$ cat src/rtl/hidev_pkg.sv
package hidev_pkg;

	localparam int NumButtons = 5;
	localparam logic [4:0] ButtonMask = 5'((1 << NumButtons) - 1);
	localparam int NumSlots = 9;
	localparam int SecBits = 34;
	localparam int UsecBits = 20;
	// one second is 512 * 1953125 ns
	localparam logic [20:0] SecDiv = 21'd1953125;
	// ceil(2^75 / 1953125), exact quotient for any 54-bit dividend
	localparam logic [54:0] SecRecip = 55'd19342813113834067;
	localparam logic [26:0] SecRecipHi = SecRecip[54:28];
	localparam logic [27:0] SecRecipLo = SecRecip[27:0];
	// ceil(2^34 / 125), exact quotient for any 27-bit dividend
	localparam logic [27:0] UsecRecip = 28'd137438954;
	localparam int FifoDepth = 4;

	typedef enum logic [1:0] {
		KindKbd = 2'd0,
		KindRel = 2'd1,
		KindAbs = 2'd2
	} kind_t;

	typedef enum logic [1:0] {
		EvSyn = 2'd0,
		EvKey = 2'd1,
		EvRel = 2'd2,
		EvAbs = 2'd3
	} ev_type_t;

	localparam logic [9:0] AxisX = 10'd0;
	localparam logic [9:0] AxisY = 10'd1;
	localparam logic [9:0] RelWheel = 10'd8;
	localparam logic [9:0] SynCode = 10'd0;

	localparam logic [9:0] ButtonCodes [5] = '{10'd272, 10'd274, 10'd273, 10'd275, 10'd276};

	localparam logic [7:0] LetterKeys [26] = '{
		8'd30, 8'd48, 8'd46, 8'd32, 8'd18, 8'd33, 8'd34, 8'd35, 8'd23, 8'd36, 8'd37, 8'd38,
		8'd50, 8'd49, 8'd24, 8'd25, 8'd16, 8'd19, 8'd31, 8'd20, 8'd22, 8'd47, 8'd17, 8'd45,
		8'd21, 8'd44};
	localparam logic [7:0] PunctKeys [18] = '{
		8'd28, 8'd1, 8'd14, 8'd15, 8'd57, 8'd12, 8'd13, 8'd26, 8'd27, 8'd43, 8'd86, 8'd39,
		8'd40, 8'd41, 8'd51, 8'd52, 8'd53, 8'd58};
	localparam logic [7:0] NavKeys [16] = '{
		8'd87, 8'd88, 8'd99, 8'd70, 8'd119, 8'd110, 8'd102, 8'd104, 8'd111, 8'd107, 8'd109,
		8'd106, 8'd105, 8'd108, 8'd103, 8'd69};
	localparam logic [7:0] ModKeys [8] = '{
		8'd29, 8'd42, 8'd56, 8'd125, 8'd97, 8'd54, 8'd100, 8'd126};

	typedef struct packed {
		logic [1:0] func;
		logic [7:0] scancode;
		logic key_released;
		logic signed [31:0] move_x;
		logic signed [31:0] move_y;
		logic signed [31:0] move_z;
		logic [14:0] pos_x;
		logic [14:0] pos_y;
		logic signed [31:0] tablet_wheel;
		logic [4:0] button_mask;
		logic [62:0] time_ns;
	} hidev_in_t;

	typedef struct packed {
		logic [33:0] stamp_sec;
		logic [19:0] stamp_usec;
		logic [1:0] event_type;
		logic [9:0] event_code;
		logic signed [31:0] event_value;
		logic last;
	} hidev_out_t;

	typedef struct packed {
		logic [NumSlots-1:0] mask;
		kind_t kind;
		logic [9:0] code0;
		logic [31:0] val0;
		logic [31:0] val1;
		logic [31:0] wheel;
		logic [4:0] btn;
	} hidev_rec_t;

	typedef struct packed {
		hidev_rec_t rec;
		logic [SecBits-1:0] sec;
		logic [UsecBits-1:0] usec;
	} hidev_job_t;

	function automatic logic [9:0] usage_to_key(input logic [7:0] u);
		logic [7:0] k;
		k = 8'd0;
		if (u >= 8'd4 && u <= 8'd29) begin
			k = LetterKeys[5'(u - 8'd4)];
		end else if (u >= 8'd30 && u <= 8'd38) begin
			k = u - 8'd28;
		end else if (u == 8'd39) begin
			k = 8'd11;
		end else if (u >= 8'd40 && u <= 8'd57) begin
			k = PunctKeys[5'(u - 8'd40)];
		end else if (u >= 8'd58 && u <= 8'd67) begin
			k = u + 8'd1;
		end else if (u >= 8'd68 && u <= 8'd83) begin
			k = NavKeys[4'(u - 8'd68)];
		end else if (u >= 8'd224 && u <= 8'd231) begin
			k = ModKeys[3'(u - 8'd224)];
		end
		return {2'b00, k};
	endfunction

endpackage

$ cat src/rtl/hidev_front.sv
module hidev_front (
	input  logic                  clk,
	input  logic                  arst_n,
	input  logic                  cfg_we,
	input  logic [1:0]            cfg_data,
	input  logic                  accept,
	input  hidev_pkg::hidev_in_t  in_item,
	output hidev_pkg::hidev_rec_t rec,
	output logic                  has_ev
);

	logic [1:0]  kind_q;
	logic [4:0]  held_q;
	logic [14:0] last_x_q;
	logic [14:0] last_y_q;
	logic        seen_q;

	logic        kbd;
	logic        rel;
	logic        abs_m;
	logic [9:0]  key;
	logic [4:0]  chg;
	logic [hidev_pkg::NumSlots-1:0] mask;

	always_comb begin
		kbd   = (kind_q == hidev_pkg::KindKbd) && (in_item.func == hidev_pkg::KindKbd);
		rel   = (kind_q == hidev_pkg::KindRel) && (in_item.func == hidev_pkg::KindRel);
		abs_m = (kind_q == hidev_pkg::KindAbs) && (in_item.func == hidev_pkg::KindAbs);
		key   = hidev_pkg::usage_to_key(in_item.scancode);
		chg   = (in_item.button_mask ^ held_q) & hidev_pkg::ButtonMask;
		mask[0] = (kbd && key != 10'd0) || (rel && in_item.move_x != 32'sd0)
			|| (abs_m && (!seen_q || in_item.pos_x != last_x_q));
		mask[1] = (rel && in_item.move_y != 32'sd0)
			|| (abs_m && (!seen_q || in_item.pos_y != last_y_q));
		mask[2] = rel && in_item.move_z != 32'sd0;
		mask[7:3] = (rel || abs_m) ? chg : 5'd0;
		mask[8] = abs_m && in_item.tablet_wheel != 32'sd0;

		rec.mask  = mask;
		rec.kind  = hidev_pkg::kind_t'(kind_q);
		rec.code0 = kbd ? key : hidev_pkg::AxisX;
		if (kbd) begin
			rec.val0 = {31'd0, ~in_item.key_released};
		end else if (rel) begin
			rec.val0 = in_item.move_x;
		end else begin
			rec.val0 = {17'd0, in_item.pos_x};
		end
		rec.val1  = rel ? (32'd0 - in_item.move_y) : {17'd0, in_item.pos_y};
		rec.wheel = rel ? in_item.move_z : in_item.tablet_wheel;
		rec.btn   = in_item.button_mask & hidev_pkg::ButtonMask;
		has_ev    = mask != '0;
	end

	always_ff @(posedge clk or negedge arst_n) begin
		if (!arst_n) begin
			kind_q   <= hidev_pkg::KindKbd;
			held_q   <= '0;
			last_x_q <= '0;
			last_y_q <= '0;
			seen_q   <= 1'b0;
		end else begin
			if (cfg_we) begin
				kind_q <= cfg_data;
			end
			if (accept && (rel || abs_m)) begin
				held_q <= in_item.button_mask & hidev_pkg::ButtonMask;
			end
			if (accept && abs_m) begin
				last_x_q <= in_item.pos_x;
				last_y_q <= in_item.pos_y;
				seen_q   <= 1'b1;
			end
		end
	end

endmodule

$ cat config.mk
export PLATFORM = sky130hd
export DESIGN_NAME = hidev_front
export DESIGN_NICKNAME = d
export VERILOG_FILES = /design/src/rtl/hidev_pkg.sv /design/src/rtl/hidev_front.sv
export SDC_FILE = /design/constraint.sdc
export NUM_CORES = 1
export LEC_CHECK = 0
export BUFFER_PORTS_ARGS = -buffer_cell sky130_fd_sc_hd__buf_2
export CAP_MARGIN = 15
export CORE_AREA = 2 2 144 146
export CTS_CLUSTER_SIZE = 30
export DETAILED_ROUTE_END_ITERATION = 7
export DIE_AREA = 0 0 146 148
export GPL_TIMING_DRIVEN = 0
export PLACE_DENSITY = 0.53
export SLEW_MARGIN = 10
export SYNTH_ARGS = -nofsm -noshare
export SYNTH_HDL_FRONTEND = slang
export SYNTH_SLANG_ARGS = --single-unit
$ cat constraint.sdc
create_clock -name clk -period 5.4 [get_ports clk]
set_clock_uncertainty 0.1 [all_clocks]
set_input_delay 0.54 -clock clk [delete_from_list [all_inputs] [get_ports clk]]
set_output_delay 0.54 -clock clk [all_outputs]
set_load 0.02 [all_outputs]
# Word level (Yosys, flattened, before mapping)
# Memories as Yosys holds them, arrays and structs flattened.
# Index checks and enable logic that the tools add are counted.
[word_totals]
in_bits = 243
output_inout_bits = 123
register_bits = 38
memories = 4
romBits = 704
[classes]
n_lt_le_gt_ge = 16
bitwise_logic = 6
add_sub_neg = 7
eq_ne = 7
reduce_logical = 33
muxes = 21
[memory_table]
columns = ["name", "depth", "word_bits", "read_ports", "rd_clocked_by_memory_dff", "wr", "line", "source"]
rows = [
  ["(no name shown)", 32, 8, 1, 0, 0, "hidev_pkg.sv:100", "k = PunctKeys[5'(u - 8'd40)];"],
  ["(no name shown)", 32, 8, 1, 0, 0, "hidev_pkg.sv:94", "k = LetterKeys[5'(u - 8'd4)];"],
  ["(no name shown)", 16, 8, 1, 0, 0, "hidev_pkg.sv:104", "k = NavKeys[4'(u - 8'd68)];"],
  ["(no name shown)", 8, 8, 1, 0, 0, "hidev_pkg.sv:106", "k = ModKeys[3'(u - 8'd224)];"],
]
[ops]
columns = ["cell", "n"]
rows = [
  ["$mux 32", 4],
  ["$mux 8", 16],
  ["$reduce_bool 32->1", 4],
  ["$sub 1x32->32 const A", 1],
  ["$ne 15x15->1", 2],
  ["$logic_and 1x1->1", 18],
  ["$ge 8x6->1 const B", 2],
  ["$le 8x6->1 const B", 2],
  ["$le 8x7->1 const B", 2],
  ["$ge 6x6->1 const B", 2],
  ["$not 5->6", 2],
  ["$reduce_bool 9->1", 1],
  ["$add 8x1->8 const B", 1],
  ["$eq 8x6->1 const B", 1],
  ["$ge 8x3->1 const B", 1],
  ["$ge 8x5->1 const B", 1],
  ["$ge 8x7->1 const B", 1],
  ["$ge 8x8->1 const B", 1],
  ["$le 8x5->1 const B", 1],
  ["$le 8x8->1 const B", 1],
  ["$reduce_bool 8->1", 1],
  ["$sub 8x5->8 const B", 1],
  ["$logic_or 1x1->1", 6],
  ["$ge 5x5->1 const B", 1],
  ["other kinds (14)", 17],
]

# Depth between registers and ports, before layout
[depth]
depth_word = 17
mapped_depth = 12
mapped_depth_nobuf = 9

# Worst setup path after synthesis
# OpenSTA, ideal clock, no wires.
[synth_timing]
kind = "input port to output port"
startpoint = "input in_item[228] (netlist bit)"
endpoint = "output rec[113] (netlist bit)"
t_arrival_ns = 2.903
setup_slack_ns = 1.857
n_path_buf = 3
cell_stages = 12
cell_sequence = "clkbuf_1 > inv_1 > ha_1 > clkbuf_1 > nand2_1 > nand3_1 > and3_1 > clkbuf_1 > or3b_1 > a31oi_1 > a211oi_2 > a41oi_1"
[synth_lines]
columns = ["item", "line", "source"]
rows = [
  ["from (decl)", "hidev_front.sv:7", "input hidev_pkg::hidev_in_t in_item,"],
  ["to (decl)", "hidev_front.sv:8", "output hidev_pkg::hidev_rec_t rec,"],
]

==> metrics.md <==
| Metric | Value |
|---|---|
| P_leak | 0.003565 uW |
| Total gr overflow | 0 |
| Syn avg cell area | 7.399 sq um |
| Post-route minimum period | 4.624 ns |
| Core area | 20040 sq um |
| Arr. time, crit path | 3.98 ns |
| Vias in the first global route | 6232 |
| Netlist cell types | 75 |
| Largest family of logic cells by synthesized area | simple AND/OR/NAND/NOR gates |
| Least-Margin Pin Slew | 0.8763 ns |
| Die Ht | 148 um |
| Initial antenna violation count | 3 |
| Normalized max-slew margin | 41.58% |
| Synth Area in Compound Gates | 14.25% |
| Setup Buffers After CTS | 0 |
| Via density | 5.172 |
| Starting Density | 26.51% |
| Final design utilization | 36.61% |
| Routed length per placed instance | 20.04 um |
| Synth Area in XOR/XNOR | 11.35% |
| Crit start category | primary input |
| Pins Over Slew Limit | 0 |
| CP max FO | 10 |
| Max cap viols | 0 |
| CP max stage cell | clkbuf_1 |
| Area leader, netlist | dfrtp_1 |
| Syn Std Cell Area | 5313 sq um |
| Final wirelength | 26030 um |
| Antenna Nets Post-Route | 0 |
| Register area share after synthesis | 17.90% |
| Synth async-reset ratio | 100.0% |
| Largest net degree at the start of global routing | 39 |
| Global-route wire length before repair | 37960 um |
| Crit share post-route | 85.63% |
| Boundary Pins | 366 |
| Post-Synth Adder-Cell Area | 4.475% |
| Cells on worst reg2reg path | 5 |
| Worst-path clk slew | 0.06 ns |
| Final hold vios | 0 |
| Peak VDD IR | 0.0001330 V |
| Residual DRC | 0 |
| Critical Path, Cell by Cell | buf_2 -> clkbuf_1 -> inv_1 -> ha_1 -> clkbuf_1 -> nand2_1 -> nand3_1 -> and3_1 -> clkbuf_1 -> or3b_1 -> a31oi_1 -> a211oi_2 -> a41oi_1 -> buf_2 |
| TNS Setup | 0 ns |
| R2R Setup Slk | 3.13 ns |
| HPWL after DPL | 21790 um |
| Crit Path Category | primary input to primary output |
| Initial DRT Pass Iterations | 5 |
| Hold_buf cts | 0 |
| RSZ-0062 raised after global routing | false |
| Rows | 52 |
| Global placement routability congestion | 0.9299 |
| Clock sinks | 38 |
| Layout fillers | 2223 |
| PD cells | 197.1 nW/um^2 |
| 1st-iter DRT viols | 540 |
| Share of layout cells above drive strength 1 | 37.39% |
| Crit path from | in_item[228] |
| DP Cell Count | 1290 |
| Port Buffers | 300 |
| Yosys top cell area share | 17.90% |
| Critical Path End Type | primary output |
| Num CTS Buffers | 5 |
| CTS H-Tree Depth | 2 |
| Non-filler cells, final | 1299 |
| Final setup fails | 0 |
| P&R area growth vs syn | 38.11% |
| Path type of the worst min-delay path | primary input to async pin |
| Yosys warnings | 0 |
| WP data required | 4.76 ns |
| Vias | 6718 |
| Ranking of synthesized cells by area | dfrtp_1, nand2_1, xnor2_1 |
| RR Endpoint | held_q[3] |
| Max Root-Sink Buffers | 2 |
| Post-synth top flop | dfrtp_1 |
| Final net count | 1289 |
| CP dominant cell by count | clkbuf_1 |
| Fmax | 216.3 MHz |
| CTS tree | built |
| CTS root buffer | clkbuf_16 |
| Die width | 146 um |
| Die footprint | 21610 sq um |
| Mux cell area share after synthesis | 12.15% |
| Worst-skew pair later-pin latency | 0.27 ns |
| Post-Synth Simple-Gate Area | 34.67% |
| Slowest stage delay, CP | 0.44 ns |
| R2R Path Start | kind_q[1] |
| Post-synthesis cell count | 718 |
| Post-synth EDFFs | 0 |
| Number of synthesized register bits | 38 |
| Status | finished, final reports clean |
| Resized cells post-CTS | 0 |
| Total track usage | 22.67% |
-- worst max-delay path, delay by kind of cell --
| kind | cells | cell delay (ns) |
|---|---|---|
| buffers and inverters | 6 | 1.65 |
| AOI/OAI and AO/OA | 3 | 0.66 |
| adders and majority gates | 1 | 0.24 |
| and+or+nand+nor | 4 | 0.89 |
-- kinds of logic after synthesis --
family / after synthesis
other cells: 1
buf+inv: 60
flops: 38
xor+xnor: 68
simple gates: 368
mux: 51
compound gates: 113
fa+ha+maj: 19
-- cell type report --
class                   count  area [sq um]  share of cell area (%)
diodes                      2         5.005                 0.06821
plain buffers              46         220.2                   3.001
clock buffers               6         138.9                   1.893
clock inverters             1         30.03                  0.4093
inverters                  14         52.55                  0.7162
multi-input cells         621          4093                   55.78
flip-flops and latches     38         950.9                   12.96
well taps                 270         337.8                   4.604
repair buffers            301          1509                   20.57
-- Yosys cell counts, types with 4 or more instances --
cell type	n
nor2_1	46
nand2b_1	6
a31oi_1	11
o211ai_1	6
ha_1	19
o21ai_0	23
mux4_2	7
xnor2_1	50
nand4_1	17
buf_1	6
xor2_1	17
a21oi_1	25
mux2_2	38
dfrtp_1	38
nor4_1	34
and3_1	8
o21a_1	4
clkbuf_1	28
and2_1	23
or3_1	4
nor3_1	9
buf_4	7
nor2b_1	6
inv_1	12
mux2i_1	6
nand3_1	11
nand2_1	176
a21o_1	4
-- where the power goes --
part | total [uW] | switching (uW) | internal [uW]
sequential | 426 | 55.2 | 370
clock | 339 | 111 | 228
combinational | 682 | 376 | 306
-- through the flow --
stage	setup WS (ns)	total power [uW]	hold WS, ns	instance area (sq um)
6_report	0.7758	1446	0.2781	7337
5_1_grt	0.5397	1538	0.3580	7335
4_1_cts	0.8528	1455	0.3211	7332
3_5_place_dp	0.8304	1109	0.4142	7163
3_3_place_gp	0.8660	1105	0.3980	7156
2_1_floorplan	1.857	844.4	0.1444	5316
-- placed cells by master, fill, tap and decap left out, types with 7 or more instances in the layout --
cell type / synthesis / final
xor2_1: 17 / 17
o21ai_0: 23 / 23
nor3_1: 9 / 9
and2_1: 23 / 23
nor2_1: 46 / 46
nor4_1: 34 / 34
ha_1: 19 / 19
clkbuf_1: 28 / 28
nand4_1: 17 / 17
xnor2_1: 50 / 50
buf_2: 3 / 303
nand2_1: 176 / 176
dfrtp_1: 38 / 38
a21oi_1: 25 / 25
and3_1: 8 / 8
a31oi_1: 11 / 11
buf_4: 7 / 8
inv_1: 12 / 12
mux2_2: 38 / 38
mux4_2: 7 / 7
nand3_1: 11 / 11
-- registers in the layout (all words and copies together) (netlist names) --
signal	cells
last_x_q	15
last_y_q	15
held_q	5
kind_q	2
seen_q	1
-- how the worst max path moves through the flow --
stage	end	slack [ns]	cells past startpoint
2_1_floorplan	rec[113]	1.86	12
3_3_place_gp	has_ev	0.87	14
3_5_place_dp	rec[113]	0.83	14
5_1_grt	rec[113]	0.54	14
4_1_cts	rec[113]	0.85	14
6_report	rec[113]	0.78	14
-- metal layers --
layer	global-route usage (%)	part of all wire (%)
met1	29.29	42
met2	39.17	48
met3	4.259	7.2
met4	5.485	2.9
met5	0	0.10
Note: power is estimated with default switching activity, not from simulation.
