===== src/rtl/hidev_pkg.sv =====
package hidev_pkg;

	localparam int NumButtons = 5;
	localparam logic [4:0] ButtonMask = 5'((1 << NumButtons) - 1);
	localparam int NumSlots = 9;
	localparam int SecBits = 34;
	localparam int UsecBits = 20;
	// one second is 512 * 1953125 ns
	localparam logic [20:0] SecDiv = 21'd1953125;
	// ceil(2^75 / 1953125), exact quotient for any 54-bit dividend
	localparam logic [54:0] SecRecip = 55'd19342813113834067;
	localparam logic [26:0] SecRecipHi = SecRecip[54:28];
	localparam logic [27:0] SecRecipLo = SecRecip[27:0];
	// ceil(2^34 / 125), exact quotient for any 27-bit dividend
	localparam logic [27:0] UsecRecip = 28'd137438954;
	localparam int FifoDepth = 4;

	typedef enum logic [1:0] {
		KindKbd = 2'd0,
		KindRel = 2'd1,
		KindAbs = 2'd2
	} kind_t;

	typedef enum logic [1:0] {
		EvSyn = 2'd0,
		EvKey = 2'd1,
		EvRel = 2'd2,
		EvAbs = 2'd3
	} ev_type_t;

	localparam logic [9:0] AxisX = 10'd0;
	localparam logic [9:0] AxisY = 10'd1;
	localparam logic [9:0] RelWheel = 10'd8;
	localparam logic [9:0] SynCode = 10'd0;

	localparam logic [9:0] ButtonCodes [5] = '{10'd272, 10'd274, 10'd273, 10'd275, 10'd276};

	localparam logic [7:0] LetterKeys [26] = '{
		8'd30, 8'd48, 8'd46, 8'd32, 8'd18, 8'd33, 8'd34, 8'd35, 8'd23, 8'd36, 8'd37, 8'd38,
		8'd50, 8'd49, 8'd24, 8'd25, 8'd16, 8'd19, 8'd31, 8'd20, 8'd22, 8'd47, 8'd17, 8'd45,
		8'd21, 8'd44};
	localparam logic [7:0] PunctKeys [18] = '{
		8'd28, 8'd1, 8'd14, 8'd15, 8'd57, 8'd12, 8'd13, 8'd26, 8'd27, 8'd43, 8'd86, 8'd39,
		8'd40, 8'd41, 8'd51, 8'd52, 8'd53, 8'd58};
	localparam logic [7:0] NavKeys [16] = '{
		8'd87, 8'd88, 8'd99, 8'd70, 8'd119, 8'd110, 8'd102, 8'd104, 8'd111, 8'd107, 8'd109,
		8'd106, 8'd105, 8'd108, 8'd103, 8'd69};
	localparam logic [7:0] ModKeys [8] = '{
		8'd29, 8'd42, 8'd56, 8'd125, 8'd97, 8'd54, 8'd100, 8'd126};

	typedef struct packed {
		logic [1:0] func;
		logic [7:0] scancode;
		logic key_released;
		logic signed [31:0] move_x;
		logic signed [31:0] move_y;
		logic signed [31:0] move_z;
		logic [14:0] pos_x;
		logic [14:0] pos_y;
		logic signed [31:0] tablet_wheel;
		logic [4:0] button_mask;
		logic [62:0] time_ns;
	} hidev_in_t;

	typedef struct packed {
		logic [33:0] stamp_sec;
		logic [19:0] stamp_usec;
		logic [1:0] event_type;
		logic [9:0] event_code;
		logic signed [31:0] event_value;
		logic last;
	} hidev_out_t;

	typedef struct packed {
		logic [NumSlots-1:0] mask;
		kind_t kind;
		logic [9:0] code0;
		logic [31:0] val0;
		logic [31:0] val1;
		logic [31:0] wheel;
		logic [4:0] btn;
	} hidev_rec_t;

	typedef struct packed {
		hidev_rec_t rec;
		logic [SecBits-1:0] sec;
		logic [UsecBits-1:0] usec;
	} hidev_job_t;

	function automatic logic [9:0] usage_to_key(input logic [7:0] u);
		logic [7:0] k;
		k = 8'd0;
		if (u >= 8'd4 && u <= 8'd29) begin
			k = LetterKeys[5'(u - 8'd4)];
		end else if (u >= 8'd30 && u <= 8'd38) begin
			k = u - 8'd28;
		end else if (u == 8'd39) begin
			k = 8'd11;
		end else if (u >= 8'd40 && u <= 8'd57) begin
			k = PunctKeys[5'(u - 8'd40)];
		end else if (u >= 8'd58 && u <= 8'd67) begin
			k = u + 8'd1;
		end else if (u >= 8'd68 && u <= 8'd83) begin
			k = NavKeys[4'(u - 8'd68)];
		end else if (u >= 8'd224 && u <= 8'd231) begin
			k = ModKeys[3'(u - 8'd224)];
		end
		return {2'b00, k};
	endfunction

endpackage


===== src/rtl/hidev_stamp.sv =====
module hidev_stamp (
	input  logic                  clk,
	input  logic                  arst_n,
	input  logic                  adv,
	input  logic                  in_vld,
	input  hidev_pkg::hidev_rec_t in_rec,
	input  logic [62:0]           time_ns,
	output logic                  out_vld,
	output hidev_pkg::hidev_job_t out_job
);

	logic                            vld_s1;
	logic                            vld_s2;
	logic                            vld_s3;
	logic                            vld_s4;
	hidev_pkg::hidev_rec_t           rec_s1;
	hidev_pkg::hidev_rec_t           rec_s2;
	hidev_pkg::hidev_rec_t           rec_s3;
	hidev_pkg::hidev_rec_t           rec_s4;
	logic [26:0]                     tl_s1;
	logic [26:0]                     tl_s2;
	logic [53:0]                     phh_s1;
	logic [54:0]                     phl_s1;
	logic [53:0]                     plh_s1;
	logic [54:0]                     pll_s1;
	logic [hidev_pkg::SecBits-1:0]   sec_s2;
	logic [hidev_pkg::SecBits-1:0]   sec_s3;
	logic [hidev_pkg::SecBits-1:0]   sec_s4;
	logic [26:0]                     ux_s3;
	logic [hidev_pkg::UsecBits-1:0]  usec_s4;

	logic [26:0]  t_hi;
	logic [26:0]  t_lo;
	logic [108:0] prod;
	logic [20:0]  rem;
	logic [54:0]  uprod;

	// seconds: (ns >> 9) / 1953125 by reciprocal, usec: ((rem << 6) + ns[8:3]) / 125
	always_comb begin
		t_hi  = time_ns[62:36];
		t_lo  = time_ns[35:9];
		prod  = {phh_s1, 55'd0} + {27'd0, phl_s1, 27'd0} + {27'd0, plh_s1, 28'd0}
			+ {54'd0, pll_s1};
		rem   = tl_s2[26:6] - 21'(sec_s2[20:0] * hidev_pkg::SecDiv);
		uprod = 55'(ux_s3) * 55'(hidev_pkg::UsecRecip);
	end

	always_ff @(posedge clk or negedge arst_n) begin
		if (!arst_n) begin
			vld_s1 <= 1'b0;
			vld_s2 <= 1'b0;
			vld_s3 <= 1'b0;
			vld_s4 <= 1'b0;
		end else if (adv) begin
			vld_s1 <= in_vld;
			vld_s2 <= vld_s1;
			vld_s3 <= vld_s2;
			vld_s4 <= vld_s3;
		end
	end

	always_ff @(posedge clk) begin
		if (adv) begin
			rec_s1  <= in_rec;
			tl_s1   <= time_ns[29:3];
			phh_s1  <= 54'(t_hi) * 54'(hidev_pkg::SecRecipHi);
			phl_s1  <= 55'(t_hi) * 55'(hidev_pkg::SecRecipLo);
			plh_s1  <= 54'(t_lo) * 54'(hidev_pkg::SecRecipHi);
			pll_s1  <= 55'(t_lo) * 55'(hidev_pkg::SecRecipLo);
			rec_s2  <= rec_s1;
			tl_s2   <= tl_s1;
			sec_s2  <= prod[108:75];
			rec_s3  <= rec_s2;
			sec_s3  <= sec_s2;
			ux_s3   <= {rem, tl_s2[5:0]};
			rec_s4  <= rec_s3;
			sec_s4  <= sec_s3;
			usec_s4 <= uprod[53:34];
		end
	end

	assign out_vld      = vld_s4;
	assign out_job.rec  = rec_s4;
	assign out_job.sec  = sec_s4;
	assign out_job.usec = usec_s4;

endmodule


===== config.mk =====
export PLATFORM = sky130hd
export DESIGN_NAME = hidev_stamp
export DESIGN_NICKNAME = d
export VERILOG_FILES = /design/src/rtl/hidev_pkg.sv /design/src/rtl/hidev_stamp.sv
export SDC_FILE = /design/constraint.sdc
export NUM_CORES = 2
export LEC_CHECK = 0
export ABC_AREA = 1
export ABC_CLOCK_PERIOD_IN_PS = 13100
export BUFFER_PORTS_ARGS = -buffer_cell sky130_fd_sc_hd__buf_2
export CAP_MARGIN = 20
export CELL_PAD_IN_SITES_DETAIL_PLACEMENT = 0
export CELL_PAD_IN_SITES_GLOBAL_PLACEMENT = 2
export CORE_MARGIN = 2
export CORE_UTILIZATION = 46
export CTS_CLUSTER_DIAMETER = 50
export DETAILED_ROUTE_END_ITERATION = 10
export PLACE_DENSITY_LB_ADDON = 0.1
export SYNTH_ARGS = -nofsm -noshare
export SYNTH_HDL_FRONTEND = slang
export SYNTH_SLANG_ARGS = --single-unit

===== constraint.sdc =====
create_clock -name clk -period 13.1 [get_ports clk]
set_input_delay 1.31 -clock clk [delete_from_list [all_inputs] [get_ports clk]]
set_output_delay 1.31 -clock clk [all_outputs]
set_load 0.01 [all_outputs]

== Word level (Yosys, flattened, before mapping) ==
Index checks and enable logic that the tools add are counted.

* Output and inout port bits: 177
* Logic and storage cells: 53
* Register bits after elaboration: 903
* Input bits: 189

* Add/sub/neg operators: 4
* Multiply operators: 6

{| class="wikitable"
|+ Operators by type and width
! cell !! number
|-
| $add A109 B51 Y109 || 1
|-
| $add A109 B78 Y109 || 1
|-
| $add A109 B82 Y109 || 1
|-
| $mul A27 B26 Y53 const B || 2
|-
| $mul A27 B24 Y51 const B || 2
|-
| $mul A27 B27 Y53 const B || 1
|-
| $mul A21 B19 Y21 const B || 1
|-
| $sub A21 B21 Y21 || 1
|}

== Depth between registers and ports, before layout ==
* Depth after elaboration: 3
* Mapped depth: 28
* Gate-level depth less buffers: 28

== Worst setup path after synthesis ==
OpenSTA, ideal clock, no wires.

* Path kind: input to register
* From: in time_ns[34]
* To: reg plh_s1[47], data pin
* Buffers on the path: 0
* Slack: 6751 ps
* Stages: 20
* Data required time: 12841 ps
* Arrival time: 6090 ps
* Setup time: 259 ps
* Path through: inv_1 > fa_1 > fa_1 > inv_1 > ha_1 > fa_1 > fa_1 > fa_1 > inv_1 > fa_1 > inv_1 > ha_1 > a21oi_1 > nor2_1 > nor2_1 > a21boi_0 > o21ai_0 > nand2_1 > nand3_1 > xor2_1

* Cells in the longest elaborated chain, start to end: 1

{| class="wikitable"
|+ RTL lines
! item !! RTL line !! RTL
|-
| from (decl) || hidev_stamp.sv:7 || <nowiki>input logic [62:0] time_ns,</nowiki>
|-
| $mul A27 B26 Y53 || hidev_stamp.sv:68 || <nowiki>plh_s1 <= 54'(t_lo) * 54'(hidev_pkg::SecRecipHi);</nowiki>
|-
| to (signal assigned) || hidev_stamp.sv:68 ||
|-
| to (decl) || hidev_stamp.sv:24 || <nowiki>logic [53:0] plh_s1;</nowiki>
|}

No other way between the ends.
A chain may end at the register's enable or synchronous reset.

== Worst setup path after layout ==
* From: in time_ns[61]
* To: reg phl_s1[49], data pin

* Cells in the longest elaborated chain, start to end: 1

{| class="wikitable"
|+ RTL lines
! item !! RTL line !! RTL
|-
| $mul A27 B24 Y51 || hidev_stamp.sv:67 || <nowiki>phl_s1 <= 55'(t_hi) * 55'(hidev_pkg::SecRecipLo);</nowiki>
|-
| to (signal assigned) || hidev_stamp.sv:67 ||
|-
| to (decl) || hidev_stamp.sv:23 || <nowiki>logic [54:0] phl_s1;</nowiki>
|}

No other way between the ends.

==> summary.md <==
| Metric | Value |
|---|---|
| # port buffers | `between 300 and 400` |
| Core Area | `0.2125 mm^2` |
| Synth Area per Inst | `9.920 um^2` |
| CTS Hold Bufs | `0` |
| Worst relative slew slack | `about a quarter` |
| Clock transition at path regs | `approximately 0.06 ns` |
| Final setup viols | `0` |
| H-tree lvl count | `3` |
| Die Wd | `around 470 um` |
| Ys Warns | `0` |
| Post-detail-place hpwl | `273.3 mm` |
| Worst r2r src | `sec_s2[3]$_DFFE_PP_` |
| Number of global-route vias before repair | `a little over 70000` |
| Setup CP Type | `in -> reg` |
| RSZ-0062 raised after global routing | `false` |
| Average wire per standard cell | `about 24 um` |
| Register area share after synthesis | `between 20% and 30%` |
| Fin crit share | `59.07%` |
| PostCTS Resize Cnt | `0` |
| Number of flops mapped to enable cells by yosys | `869` |
| Grt ovf | `0` |
| Syn nets | `roughly 13000` |
| DRC | `0` |
| Routability cong. | `1.077` |
| FP Rows | `between 150 and 200` |
| Share of layout cells above drive strength 1 | `between 6 and 7%` |
| Worst hold slack | `around 0.37 ns` |
| Max cap viols | `0` |
| Startpoint Class | `primary input` |
| CTS sink cnt | `~870` |
| Minimum clock period after layout | `just under 8 ns` |
| Post-synth ARST share | `less than 1%` |
| GRT Total Usage | `roughly 29%` |
| Largest net degree at the start of global routing | `about 210` |
| Setup Buffers After CTS | `0` |
| Hold crit path type | `in -> async` |
| Worst Path Arrival | `8.19 ns` |
| Final WS setup | `5.362 ns` |
| CTS tree | `built` |
| FF-to-FF setup slack | `around 6.7 ns` |
| I/O Pins | `366` |
| Yosys reg bits | `roughly 870` |
| FMAX | `roughly 130 MHz` |
| Hold Fails Final Rpt | `0` |
| Endpoint class of the critical path | `flop` |
| Drt pass-1 iters | `6` |
| Die height | `between 400 and 500 um` |
| Via count | `about 70000` |
| Clock root buffer | `clkbuf_16` |
| Drt first-iter violations | `between 4000 and 5000` |
| Initial Util | `46.34%` |
| Die area | `0.2178 mm^2` |
| Nets | `between 10000 and 15000` |
| Mapped cell area | `approximately 0.098 mm^2` |
| Sum of negative setup slack | `0 ns` |
| Vias per inst | `between 5 and 6` |
| Outcome | `finished clean` |
| Clock skew | `about 0.11 ns` |
| Total Wirelength | `around 310 mm` |
| Worst slack, placed | `4.684 ns` |
| Post-route ant nets | `0` |
| Worst setup path start | `time_ns[61]` |
| WP data required | `13.56 ns` |
| CTS buffer count | `between 100 and 150` |
| P&R area growth vs syn | `9.165%` |
| Worst Path Max Fanout | `11` |
| Core Util, Final | `approximately half` |
| Post-synthesis cell type count | `55` |
| Maximum root-to-sink buffer count | `3` |
| Syn Inst Count | `9926` |
| Ys flop type | `edfxtp_1` |
| Worst-margin pin slew | `between 1 and 1.5 ns` |
| Initial antenna violation count | `13` |
| First-pass GRT wire length | `~460 mm` |
| Fin. max-slew vios | `0` |
| Skew-Pair Late Insertion Delay | `0.79 ns` |
cell usage in the layout, fill, tap and decap left out, drive strengths merged, types with 9 or more instances in the layout:
cell type / count
a21boi: 22
a21o: 43
a21oi: 449
a31oi: 17
and3: 12
buf: 375
bufinv: 9
clkbuf: 116
clkinv: 47
edfxtp: 869
fa: 1298
ha: 1551
inv: 2790
nand2: 1236
nand3: 242
nand3b: 14
nand4: 71
nor2: 638
nor3: 66
nor4: 16
o211ai: 10
o21a: 12
o21ai: 297
o21bai: 47
xnor2: 53
xor2: 164
synth_stat cells, drive strengths merged, types with 4 or more instances:
| cell type | instances | area (um^2) |
|---|---|---|
| a21boi | 22 | 172.7 |
| o211ai | 10 | 93.84 |
| xor2 | 164 | 1444 |
| and3 | 12 | 76.33 |
| nor3 | 66 | 392.9 |
| inv | 2776 | 10420 |
| xnor2 | 53 | 464.2 |
| nand2 | 1236 | 4679 |
| fa | 1298 | 25980 |
| o21a | 12 | 90.09 |
| dfrtp | 4 | 100.1 |
| a21oi | 449 | 2255 |
| o21ai | 297 | 1509 |
| nand4 | 71 | 459.2 |
| a31oi | 17 | 106.4 |
| nand2b | 4 | 27.53 |
| a21o | 43 | 324.1 |
| nand3b | 14 | 108.9 |
| nor4 | 16 | 131.4 |
| edfxtp | 869 | 26100 |
| or2 | 5 | 31.28 |
| ha | 1551 | 19410 |
| nor2 | 638 | 2447 |
| nand3 | 242 | 1226 |
| o21bai | 47 | 352.8 |
worst max-delay path: stages:
cell and delay (ns):
buf_2 0.47, inv_1 0.58, ha_1 0.51, inv_1 0.13, ha_1 0.35, inv_1 0.07
fa_1 0.53, inv_1 0.05, fa_1 0.50, fa_1 0.51, fa_1 0.49, inv_1 0.05
fa_1 0.61, inv_1 0.07, ha_1 0.45, nand2_1 0.14, nor2_1 0.18, inv_1 0.09
nor2_1 0.12, inv_1 0.07, nor2_1 0.14, nand3_1 0.09, nand3_1 0.17, xor2_1 0.46
metrics by stage:
step,cells,instance area [um^2]
after detailed placement,13120,103900
after CTS,13310,107400
final,13320,107500
after floorplan,9926,98470
after global routing,13310,107500
after global placement,13120,103900
final cells by class:
type,count,area (um^2)
Clock inverter,73,884.6
Tap cell,2821,3530
Timing Repair Buffer,375,1977
Fill cell,19900,105000
Inverter,2776,10420
Clock buffer,116,2626
Sequential cell,873,26200
Antenna cell,8,20.02
Multi-Input combinational cell,6275,61840
path summary, 6_finish.rpt:
kind	cells after the start	endpoint
setup / recovery	24	phl_s1[49]$_DFFE_PP_
setup reg to reg	20	ux_s3[26]$_DFFE_PP_
hold / removal	1	vld_s1$_DFFE_PN0P_
hold reg to reg	0	rec_s3[24]$_DFFE_PP_
max in group asynchronous	1	vld_s3$_DFFE_PN0P_
min in group clk	0	rec_s3[24]$_DFFE_PP_
metal layers:
metal	routed length [um]	GRT usage [%]
met5	279	0.7246
met4	7818	6.884
met3	20910	5.599
met2	143700	46.77
met1	140400	40.59
sequential cells by signal (all words and copies together) (netlist names):
| register | flops |
|---|---|
| sec_s2 | 34 |
| plh_s1 | 51 |
| phh_s1 | 52 |
| vld_s2 | 1 |
| out_job | 122 |
| out_vld | 1 |
| usec_s4 | 20 |
| tl_s1 | 27 |
| ux_s3 | 27 |
| rec_s2 | 122 |
| vld_s1 | 1 |
| sec_s3 | 34 |
| vld_s3 | 1 |
| rec_s1 | 122 |
| pll_s1 | 24 |
| tl_s2 | 27 |
| sec_s4 | 34 |
| phl_s1 | 51 |
| rec_s3 | 122 |
logic make-up (layout without fill, tap and decap cells):
| group | count (synthesis) | count (layout) | share of synthesized area [%] |
|---|---|---|---|
| AO/OA/AOI/OAI | 903 | 903 | 5.028 |
| adder cells (fa/ha/maj) | 2849 | 2849 | 46.10 |
| other | 0 | 8 | 0 |
| XOR/XNOR | 217 | 217 | 1.938 |
| AND/OR/NAND/NOR | 2306 | 2306 | 9.742 |
| flip-flops | 873 | 873 | 26.60 |
| buffers and inverters | 2778 | 3340 | 10.59 |
Power is not shown: default switching activity piles up to over one toggle a cycle in this logic, so the estimate is an artifact.
