## src/rtl/hidev_pkg.sv

```systemverilog
package hidev_pkg;

	localparam int NumButtons = 5;
	localparam logic [4:0] ButtonMask = 5'((1 << NumButtons) - 1);
	localparam int NumSlots = 9;
	localparam int SecBits = 34;
	localparam int UsecBits = 20;
	// one second is 512 * 1953125 ns
	localparam logic [20:0] SecDiv = 21'd1953125;
	// ceil(2^75 / 1953125), exact quotient for any 54-bit dividend
	localparam logic [54:0] SecRecip = 55'd19342813113834067;
	localparam logic [26:0] SecRecipHi = SecRecip[54:28];
	localparam logic [27:0] SecRecipLo = SecRecip[27:0];
	// ceil(2^34 / 125), exact quotient for any 27-bit dividend
	localparam logic [27:0] UsecRecip = 28'd137438954;
	localparam int FifoDepth = 4;

	typedef enum logic [1:0] {
		KindKbd = 2'd0,
		KindRel = 2'd1,
		KindAbs = 2'd2
	} kind_t;

	typedef enum logic [1:0] {
		EvSyn = 2'd0,
		EvKey = 2'd1,
		EvRel = 2'd2,
		EvAbs = 2'd3
	} ev_type_t;

	localparam logic [9:0] AxisX = 10'd0;
	localparam logic [9:0] AxisY = 10'd1;
	localparam logic [9:0] RelWheel = 10'd8;
	localparam logic [9:0] SynCode = 10'd0;

	localparam logic [9:0] ButtonCodes [5] = '{10'd272, 10'd274, 10'd273, 10'd275, 10'd276};

	localparam logic [7:0] LetterKeys [26] = '{
		8'd30, 8'd48, 8'd46, 8'd32, 8'd18, 8'd33, 8'd34, 8'd35, 8'd23, 8'd36, 8'd37, 8'd38,
		8'd50, 8'd49, 8'd24, 8'd25, 8'd16, 8'd19, 8'd31, 8'd20, 8'd22, 8'd47, 8'd17, 8'd45,
		8'd21, 8'd44};
	localparam logic [7:0] PunctKeys [18] = '{
		8'd28, 8'd1, 8'd14, 8'd15, 8'd57, 8'd12, 8'd13, 8'd26, 8'd27, 8'd43, 8'd86, 8'd39,
		8'd40, 8'd41, 8'd51, 8'd52, 8'd53, 8'd58};
	localparam logic [7:0] NavKeys [16] = '{
		8'd87, 8'd88, 8'd99, 8'd70, 8'd119, 8'd110, 8'd102, 8'd104, 8'd111, 8'd107, 8'd109,
		8'd106, 8'd105, 8'd108, 8'd103, 8'd69};
	localparam logic [7:0] ModKeys [8] = '{
		8'd29, 8'd42, 8'd56, 8'd125, 8'd97, 8'd54, 8'd100, 8'd126};

	typedef struct packed {
		logic [1:0] func;
		logic [7:0] scancode;
		logic key_released;
		logic signed [31:0] move_x;
		logic signed [31:0] move_y;
		logic signed [31:0] move_z;
		logic [14:0] pos_x;
		logic [14:0] pos_y;
		logic signed [31:0] tablet_wheel;
		logic [4:0] button_mask;
		logic [62:0] time_ns;
	} hidev_in_t;

	typedef struct packed {
		logic [33:0] stamp_sec;
		logic [19:0] stamp_usec;
		logic [1:0] event_type;
		logic [9:0] event_code;
		logic signed [31:0] event_value;
		logic last;
	} hidev_out_t;

	typedef struct packed {
		logic [NumSlots-1:0] mask;
		kind_t kind;
		logic [9:0] code0;
		logic [31:0] val0;
		logic [31:0] val1;
		logic [31:0] wheel;
		logic [4:0] btn;
	} hidev_rec_t;

	typedef struct packed {
		hidev_rec_t rec;
		logic [SecBits-1:0] sec;
		logic [UsecBits-1:0] usec;
	} hidev_job_t;

	function automatic logic [9:0] usage_to_key(input logic [7:0] u);
		logic [7:0] k;
		k = 8'd0;
		if (u >= 8'd4 && u <= 8'd29) begin
			k = LetterKeys[5'(u - 8'd4)];
		end else if (u >= 8'd30 && u <= 8'd38) begin
			k = u - 8'd28;
		end else if (u == 8'd39) begin
			k = 8'd11;
		end else if (u >= 8'd40 && u <= 8'd57) begin
			k = PunctKeys[5'(u - 8'd40)];
		end else if (u >= 8'd58 && u <= 8'd67) begin
			k = u + 8'd1;
		end else if (u >= 8'd68 && u <= 8'd83) begin
			k = NavKeys[4'(u - 8'd68)];
		end else if (u >= 8'd224 && u <= 8'd231) begin
			k = ModKeys[3'(u - 8'd224)];
		end
		return {2'b00, k};
	endfunction

endpackage

```

## src/rtl/hidev_fifo.sv

```systemverilog
module hidev_fifo (
	input  logic                  clk,
	input  logic                  arst_n,
	input  logic                  wr,
	input  hidev_pkg::hidev_job_t wr_data,
	output logic                  fifo_full,
	input  logic                  rd,
	output hidev_pkg::hidev_job_t rd_data,
	output logic                  fifo_empty
);

	localparam int PtrBits = $clog2(hidev_pkg::FifoDepth);

	hidev_pkg::hidev_job_t mem_q [hidev_pkg::FifoDepth];
	logic [PtrBits-1:0] wp_q;
	logic [PtrBits-1:0] rp_q;
	logic [PtrBits:0]   cnt_q;

	assign fifo_full  = cnt_q == (PtrBits+1)'(hidev_pkg::FifoDepth);
	assign fifo_empty = cnt_q == '0;
	assign rd_data    = mem_q[rp_q];

	always_ff @(posedge clk) begin
		if (wr) begin
			mem_q[wp_q] <= wr_data;
		end
	end

	always_ff @(posedge clk or negedge arst_n) begin
		if (!arst_n) begin
			wp_q  <= '0;
			rp_q  <= '0;
			cnt_q <= '0;
		end else begin
			if (wr) begin
				wp_q <= wp_q + 1'b1;
			end
			if (rd) begin
				rp_q <= rp_q + 1'b1;
			end
			if (wr && !rd) begin
				cnt_q <= cnt_q + 1'b1;
			end else if (rd && !wr) begin
				cnt_q <= cnt_q - 1'b1;
			end
		end
	end

endmodule

```

## config.mk

```make
export PLATFORM = sky130hd
export DESIGN_NAME = hidev_fifo
export DESIGN_NICKNAME = d
export VERILOG_FILES = /design/src/rtl/hidev_pkg.sv /design/src/rtl/hidev_fifo.sv
export SDC_FILE = /design/constraint.sdc
export NUM_CORES = 1
export LEC_CHECK = 0
export BUFFER_PORTS_ARGS = -buffer_cell sky130_fd_sc_hd__buf_4
export CORE_UTILIZATION = 50
export CTS_BUF_LIST = sky130_fd_sc_hd__clkbuf_4
export DETAILED_ROUTE_END_ITERATION = 8
export PLACE_DENSITY = 0.71
export SLEW_MARGIN = 20
export SYNTH_ARGS = -nofsm -noshare
export SYNTH_HDL_FRONTEND = slang
export SYNTH_SLANG_ARGS = --single-unit
```

## constraint.sdc

```tcl
create_clock -name clk -period 11 [get_ports clk]
set_clock_uncertainty 0.05 [all_clocks]
set_input_delay 0.55 -clock clk [delete_from_list [all_inputs] [get_ports clk]]
set_output_delay 0.55 -clock clk [all_outputs]
set_load 0.02 [all_outputs]
```

After elaboration in Yosys (flattened, before gate mapping). Memories as Yosys holds them, arrays and structs flattened. Cells that the tools add are included.

Bits in registers: 7. RAM bits: 704. Bits of input ports: 180. Output and inout port bits: 178. Word-level logic and storage cells: 19. Memories kept: 1.

Memories: mem_q (words 4, bits a word 176, rd ports 1, clocked after Yosys merged registers in 0, wr ports 1, line hidev_fifo.sv:14) `hidev_pkg::hidev_job_t mem_q [hidev_pkg::FifoDepth];`.

$add $sub $neg: 4. Eq/ne operators: 1. Mux-type cells: 4. Reductions and logical operators: 6.

Operator list (number): 3-bit 2-to-1 mux (2); 2-bit by 1-bit adder with 2-bit output (second input constant) (2); 3-bit by 1-bit adder with 3-bit output (second input constant) (1); 3-bit == test (second input constant) (1); 3-bit logical NOT (1); 3-bit by 1-bit subtractor with 3-bit output (second input constant) (1); 1-bit logical AND (2); 1-bit logical NOT (2); 1-bit 2-to-1 mux (2); 2-bit nonzero test (1).

Logic depth before layout (Yosys ltp). Gate-level depths: netlist of the first run.

Word-level depth: 4. Depth in mapped cells: 7. Gate-level depth less buffers: 7.

Least setup slack after synthesis of the first run. OpenSTA, ideal clock, no wires.

Path type: register to register. Start point: reg wp_q[0]. End point: mem mem_q[2][0] (netlist bit), enable pin. Arrival: 4627 ps. Required time: 10393 ps. Path slack: 5765 ps. Stages on the path, launching flop included: 4. Buffers on the path: 0. Cells stage by stage: dfrtp_1 -> inv_1 -> ha_1 -> and2_1.

RTL lines: start, declared (line hidev_fifo.sv:15) `logic [PtrBits-1:0] wp_q;`; start signal, assigned (line hidev_fifo.sv:36) `wp_q <= wp_q + 1'b1;`; end, declared (line hidev_fifo.sv:14).

No word-level cell before the write port.

==> results of run 1 <==
## kinds of logic (layout without fill, tap and decap cells)
group,Yosys count,count (layout),synth area share [%]
other,0,6,0
buffers and inverters,44,847,1.174
and+or+nand+nor,9,9,0.1892
xor gates and xnor gates,6,6,0.2038
AOI/OAI and AO/OA,1,1,0.01939
DFF,711,711,82.67
muxes,177,177,15.42
adders and majority gates,6,6,0.3203
## area by class of cell
class                   count  share of cell area [%]
well taps                 672                   2.535
diodes                      6                 0.04528
inverters                   4                 0.04528
clock buffers             254                   5.750
flip-flops and latches    711                   64.30
multi-input cells         199                   12.59
clock inverters            39                  0.8527
repair buffers            550                   13.88
## per-layer routing
metal / track usage [%] / vias up
met3: 8.142 / 96
met4: 7.938 / 4
li1: - / 5630
met2: 34.10 / 419
met1: 23.90 / 6612
met5: 0 / -
## synthesized netlist by cell type
master	number	area (µm²)
edfxtp_1	704	21140
mux4_2	176	3964
buf_2	20	100.1
buf_6	15	168.9
dfrtp_1	7	175.2
clkbuf_1	5	18.77
ha_1	5	62.56
and2_1	4	25.02
inv_1	4	15.01
xor2_1	4	35.03
nand2_1	2	7.510
xnor2_1	2	17.52
fa_1	1	20.02
mux2_2	1	11.26
nor2_1	1	3.750
nor3_1	1	5.000
nor3b_1	1	7.510
o21ai_0	1	5.000
## power by group
| part | internal, µW | leakage, µW | total, µW | switching [µW] |
|---|---|---|---|---|
| clock network | 1150 | 0.00130 | 2130 | 985 |
| registers | 3540 | 0.00655 | 3740 | 201 |
| logic | 1320 | 0.00378 | 2900 | 1580 |
## state kept, by name (all words and copies together) (netlist names)
signal / count
wp_q: 2
mem_q: 704
cnt_q: 3
rp_q: 2
## worst paths after layout
kind / from / endpoint / slack (ps) / depth (start not counted)
setup / recovery: rp_q[1] / rd_data[83] / 6780 / 3
hold / removal: wr_data[0] / mem_q[3][0] / 250 / 2
setup reg to reg: wp_q[0] / mem_q[3][66] / 7420 / 4
hold reg to reg: cnt_q[2] / cnt_q[2] / 440 / 1
max in group asynchronous: arst_n / rp_q[1] / 10130 / 3
min in group asynchronous: arst_n / cnt_q[2] / 490 / 3
## stage by stage
step / hold WS, ps / utilization [%] / instance area, µm²
after detailed placement: 323.7 / 57.76 / 29160
after floorplan: 204.4 / - / 25780
after CTS: 107.1 / 65.67 / 33150
final: 246.2 / 65.70 / 33160
after global placement: 320.9 / 57.76 / 29160
after global routing: 117.9 / 65.68 / 33150
## repair_timing
action,in CTS,in global routing
hold buffers,180,0
gates resized for setup,0,0
setup buffers,0,0
hold endpoints to repair,717,0
## critical path, stage by stage, from the launching register on
cell and delay [ps]:
dfrtp_4 1120, buf_4 820, mux4_2 460, buf_4 180
==> flow_metrics.env, run 1 <==
export IMPL_status="completed"
export IMPL_fillers=3302
export IMPL_die_area_um2=52480
export IMPL_crit_path_end_kind="primary output"
export IMPL_worstSkewPairLatency_ps=970
export IMPL_globalplace_congestion=0.7296
export IMPL_drive_gt1_share_pct=46.84
export IMPL_synthesis_nets=1140
export IMPL_worst_path_max_fanout=66
export IMPL_ys_ff_latch=711
export IMPL_worst_slew_pin_slew_ps=1088
export IMPL_synth_avg_cell_area_um2=27.03
export IMPL_die_y_um=229.1
export IMPL_initial_core_util_pct=51.08
export IMPL_num_vias=12760
export IMPL_ant_nets=0
export IMPL_vdd_ir_drop_max_mv=0.2137
export IMPL_wl_met1_mm=20.10
export IMPL_start_kind="register"
export IMPL_ios=358
export IMPL_final_common_cell="edfxtp_1"
export IMPL_maxUsedRoutingLayer="met5"
export IMPL_root_buffer="clkbuf_4"
export IMPL_period_needed_ps=4215
export IMPL_clk_pin_slew_ps=60
export IMPL_layout_common_cells="704 x edfxtp_1, 368 x buf_4, 254 x clkbuf_4, 180 x dlygate4sd3_1, 176 x mux4_2"
export IMPL_cts_htree_levels=4
export IMPL_area_delta_synth_final_pct=28.62
export IMPL_maxSlewViolCount=0
export IMPL_antenna_found_initial=5
export IMPL_die_width_um=229.1
export IMPL_coreArea_um2=50480
export IMPL_numCtsBuffers=177
export IMPL_fmax_mhz=237.2
export IMPL_ys_warn_count=0
export IMPL_dr_first_iter_drc_count=628
export IMPL_drc=0
export IMPL_first_global_vias=14510
export IMPL_rows=82
export IMPL_seq_area_frac_synth_pct=82.67
export IMPL_ff_latch_area_um2=21320
export IMPL_fin_crit_sh_pct=38.32
export IMPL_grt_setup_unrepaired="no"
export IMPL_wl_met3_mm=3.876
export IMPL_path_class="register to primary output"
export IMPL_grt_pass1_wl_mm=79.54
export IMPL_multi_input_area_um2=4174
export IMPL_arrival_ps=3620
export IMPL_synth_area_um2=25780
export IMPL_grt_max_degree=136
export IMPL_p_leak_uw=0.01163
export IMPL_slew_headroom_pct=27.45
export IMPL_design_final_nets=1829
export IMPL_tns_ps=0
export IMPL_final_cell_count_no_fill=2435
export IMPL_gr_total_overflow=0
export IMPL_drt_pass1_iterations=5
export IMPL_viasPerCell=5.241
export IMPL_hold_violations=0
export IMPL_syn_inst=954
export IMPL_clock_path_buffers=3
export IMPL_maxCapViolCount=0
export IMPL_synth_cell_types=18
export IMPL_hold_class="input pin to register"
export IMPL_routedWlPerCell_um=21.22
export IMPL_setup_viol=0
export IMPL_fin_ws_ps=6785
export IMPL_portBuffers=357
export IMPL_hpwl_mm=28.55
export IMPL_grt_usage_pct=20.49
export IMPL_powerDensity_nw_per_um2=264.6
export IMPL_p_total_uw=8774
export IMPL_cts_tree="done"
export IMPL_crit_required_ps=10400
export IMPL_post_place_ws_ps=7184
export IMPL_placed_cells=1956
export IMPL_wirelength_mm=51.67
export IMPL_cts_sinks=711
export IMPL_wl_met2_mm=26.57
Power figures use the tool's default switching activity.
==> run 2: changes to the inputs <==
--- a/config.mk
+++ b/config.mk
@@ -5,11 +5,12 @@
 export SDC_FILE = /design/constraint.sdc
 export NUM_CORES = 1
 export LEC_CHECK = 0
+export ABC_AREA = 1
 export BUFFER_PORTS_ARGS = -buffer_cell sky130_fd_sc_hd__buf_4
 export CORE_UTILIZATION = 50
 export CTS_BUF_LIST = sky130_fd_sc_hd__clkbuf_4
 export DETAILED_ROUTE_END_ITERATION = 8
-export PLACE_DENSITY = 0.71
+export PLACE_DENSITY = 0.73
 export SLEW_MARGIN = 20
 export SYNTH_ARGS = -nofsm -noshare
 export SYNTH_HDL_FRONTEND = slang
==> constraint.sdc (replaced) <==
create_clock -name clk -period 3.6 [get_ports clk]
set_clock_uncertainty 0.05 [all_clocks]
set_input_delay 0.18 -clock clk [delete_from_list [all_inputs] [get_ports clk]]
set_output_delay 0.18 -clock clk [all_outputs]
set_load 0.02 [all_outputs]
==> run 2 against run 1 <==
Via count rose by 50%. Sequential share of layout area fell by 7.7 points. Non-clock buffer count rose by 202. Sequential power rose to 3.0 times the previous value. Hold slack got worse by 64 ps. Combinational power rose to 4.2 times the previous value. Largest cell class unchanged.
==> flow_metrics.env, run 2 <==
export IMPL_wirelength_mm=66.51
export IMPL_placed_cells=3132
export IMPL_grt_pass1_wl_mm=101.6
export IMPL_status="completed"
export IMPL_layout_common_cells="704 x edfxtp_1, 537 x nand2_1, 373 x buf_4, 359 x dlygate4sd3_1, 358 x inv_1"
export IMPL_fin_ws_ps=275.9
export IMPL_maxSlewViolCount=0
export IMPL_powerDensity_nw_per_um2=796.3
export IMPL_die_width_um=240.5
export IMPL_regToRegEndpoint="mem_q[3][102]"
export IMPL_yosys_area_top_type="edfxtp_1"
export IMPL_ys_flop_type="edfxtp_1"
export IMPL_seq_area_frac_synth_pct=74.94
export IMPL_hold_class="input pin to register"
export IMPL_grt_usage_pct=23.09
export IMPL_fin_crit_sh_pct=92.34
export IMPL_r2r_start="wp_q[0]"
export IMPL_cts_sinks=711
export IMPL_p_seq_share_pct=37.7
export IMPL_holdWs_ps=182.4
export IMPL_first_global_vias=19780
export IMPL_grt_setup_unrepaired="no"
export IMPL_path_class="register to primary output"
export IMPL_start_kind="register"
export IMPL_synthesis_nets=2288
export IMPL_endpoint="rd_data[170]"
export IMPL_worst_slew_pin_slew_ps=1071
export IMPL_slowest_stage="dfrtp_4"
export IMPL_antenna_found_initial=10
export IMPL_ctsResizeCount=0
export IMPL_p_comb_share_pct=40.2
export IMPL_routedWlPerCell_um=17.48
export IMPL_netlist_area_leader_share_pct=74.33
export IMPL_final_cell_count_no_fill=3804
export IMPL_num_vias=19140
export IMPL_p_total_uw=30020
export IMPL_root_buffer="clkbuf_4"
export IMPL_async_flop_share_pct=0.9845
export IMPL_numCtsBuffers=177
export IMPL_synth_area_um2=28440
export IMPL_path_buf_inv=2
export IMPL_cp_num_cells=5
export IMPL_slew_headroom_pct=28.57
export IMPL_viasPerCell=5.030
export IMPL_fillers=3757
export IMPL_final_common_cell="edfxtp_1"
export IMPL_die_y_um=240.5
export IMPL_syn_inst=2102
export IMPL_period_needed_ps=3324
export IMPL_setup_viol=0
export IMPL_dr_first_iter_drc_count=1028
export IMPL_ys_ff_latch=711
export IMPL_worstSkewPairLatency_ps=970
export IMPL_synth_cell_types=19
export IMPL_p_leak_uw=0.01527
export IMPL_largest_reg_flops=704
export IMPL_p_sw_uw=11370
export IMPL_yosys_top_cells_count="704 x edfxtp_1, 541 x nand2_1, 363 x inv_1, 317 x o211ai_1, 59 x buf_2"
export IMPL_drt_pass1_iterations=5
export IMPL_swShare_pct=37.89
export IMPL_clock_path_buffers=3
export IMPL_synth_most_common_cell="edfxtp_1"
export IMPL_ff_latch_area_um2=21320
export IMPL_portBuffers=357
export IMPL_coreArea_um2=56280
export IMPL_arrival_ps=3090
export IMPL_drive_gt1_share_pct=23.77
export IMPL_synth_avg_cell_area_um2=13.53
export IMPL_post_place_ws_ps=1333
export IMPL_ios=358
export IMPL_crit_chain="buf_4, nand2_1, o211ai_1, nand2_1, buf_4"
export IMPL_reg2reg_slack_ps=1350
export IMPL_initial_core_util_pct=50.54
export IMPL_cts_tree="done"
export IMPL_ant_nets=0
export IMPL_crit_path_end_kind="primary output"
export IMPL_vdd_ir_drop_max_mv=0.7847
export IMPL_design_final_nets=3100
export IMPL_gr_total_overflow=0
export IMPL_hold_violations=0
export IMPL_place_area_um2=31870
export IMPL_rows=87
export IMPL_worst_path_max_fanout=64
export IMPL_maxCapViolCount=0
export IMPL_hpwl_mm=34.70
export IMPL_area_delta_synth_final_pct=32.56
export IMPL_grt_max_degree=177
export IMPL_multi_input_area_um2=5012
export IMPL_fmax_mhz=300.8
export IMPL_rr_worst_depth=4
export IMPL_stdcell_area_um2=37700
export IMPL_synth_area_leaders="edfxtp_1 74%, o211ai_1 8.4%, nand2_1 7.1%"
export IMPL_clkPwrFrac_pct=22.1
export IMPL_p_int_uw=18650
export IMPL_globalplace_congestion=0.7909
export IMPL_path_delay_family="flip-flops"
export IMPL_cts_htree_levels=4
export IMPL_crit_required_ps=3370
export IMPL_critPathLaunch="rp_q[0]"
export IMPL_synth_edf_count=704
export IMPL_top_register="mem_q"
export IMPL_critPathMaxStageDelay_ps=940
export IMPL_die_area_um2=57840
export IMPL_reg_largest_list="mem_q: 704 flops, cnt_q: 3 flops"
export IMPL_clk_pin_slew_ps=70
export IMPL_drc=0
export IMPL_ys_warn_count=0
-- run 2: cell count changes in the layout (fill, tap and decap cells not counted), moves of 35 or more --
cell,before,now
nand2_1,2,537
mux4_2,176,0
dlygate4sd3_1,180,359
o211ai_2,0,35
o211ai_1,0,317
inv_1,4,358
-- run 2: per-stage QoR --
stage	setup TNS (ps)	util, %
global route	0	66.98
global placement	0	56.63
floorplan	-90430	-
detailed placement	0	56.63
CTS	0	66.94
finish	0	66.99
-- run 2: how the worst min path moves through the flow --
| stage | startpoint | to | slack (ps) | cells past startpoint |
|---|---|---|---|---|
| after global placement | arst_n | cnt_q[2] | -50 | 1 |
| after detailed placement | arst_n | cnt_q[0] | -50 | 1 |
| after global routing | wr | cnt_q[0] | 110 | 4 |
| after CTS | wr | cnt_q[0] | 10 | 4 |
| final | wr | cnt_q[0] | 180 | 4 |
| after floorplan | arst_n | cnt_q[0] | -170 | 0 |
-- run 2: repair_timing --
item | in CTS | in global routing
hold endpoints to repair | 810 | 0
endpoints found under the setup margin | 0 | 0
setup buffers | 0 | 0
hold buffers | 359 | 0
-- run 2: final cells by class --
type | count | area share [%]
antenna | 11 | 0.07301
sequential | 711 | 56.56
inverter | 364 | 3.677
multi-input combinational | 908 | 13.29
tap | 756 | 2.509
clock buffer | 269 | 5.356
clock inverter | 33 | 0.5144
timing repair buffer | 752 | 18.02
-- run 2: logic make-up after synthesis --
| logic type | synth area share [%] |
|---|---|
| compound gates | 9.924 |
| buf+inv | 7.505 |
| fa+ha+maj | 0.2903 |
| xor+xnor | 0.1232 |
| flops | 74.94 |
| simple gates | 7.215 |
-- run 2: power groups by stage --
stage / combinational [µW] / sequential [µW] / clock, µW
detailed placement: 11700 / 11500 / 0
CTS: 12100 / 11300 / 6770
global route: 13000 / 11400 / 7250
global placement: 11500 / 11400 / 0
floorplan: 7410 / 11400 / 0
finish: 12100 / 11300 / 6650
-- run 2: tightest hold or removal path: cells and delay by family --
family / cells / cell delay (ps)
buffers and inverters: 2 / 690
xor gates and xnor gates: 1 / 80
adders and majority gates: 1 / 210
-- run 2: metal layers --
metal	global-route usage (%)	share of wire [%]	vias to the layer above
li1	-	-	9093
met1	25.84	38	9262
met2	39.90	52	641
met3	7.566	7.5	135
met4	10.60	2.8	4
met5	0	0.036	-
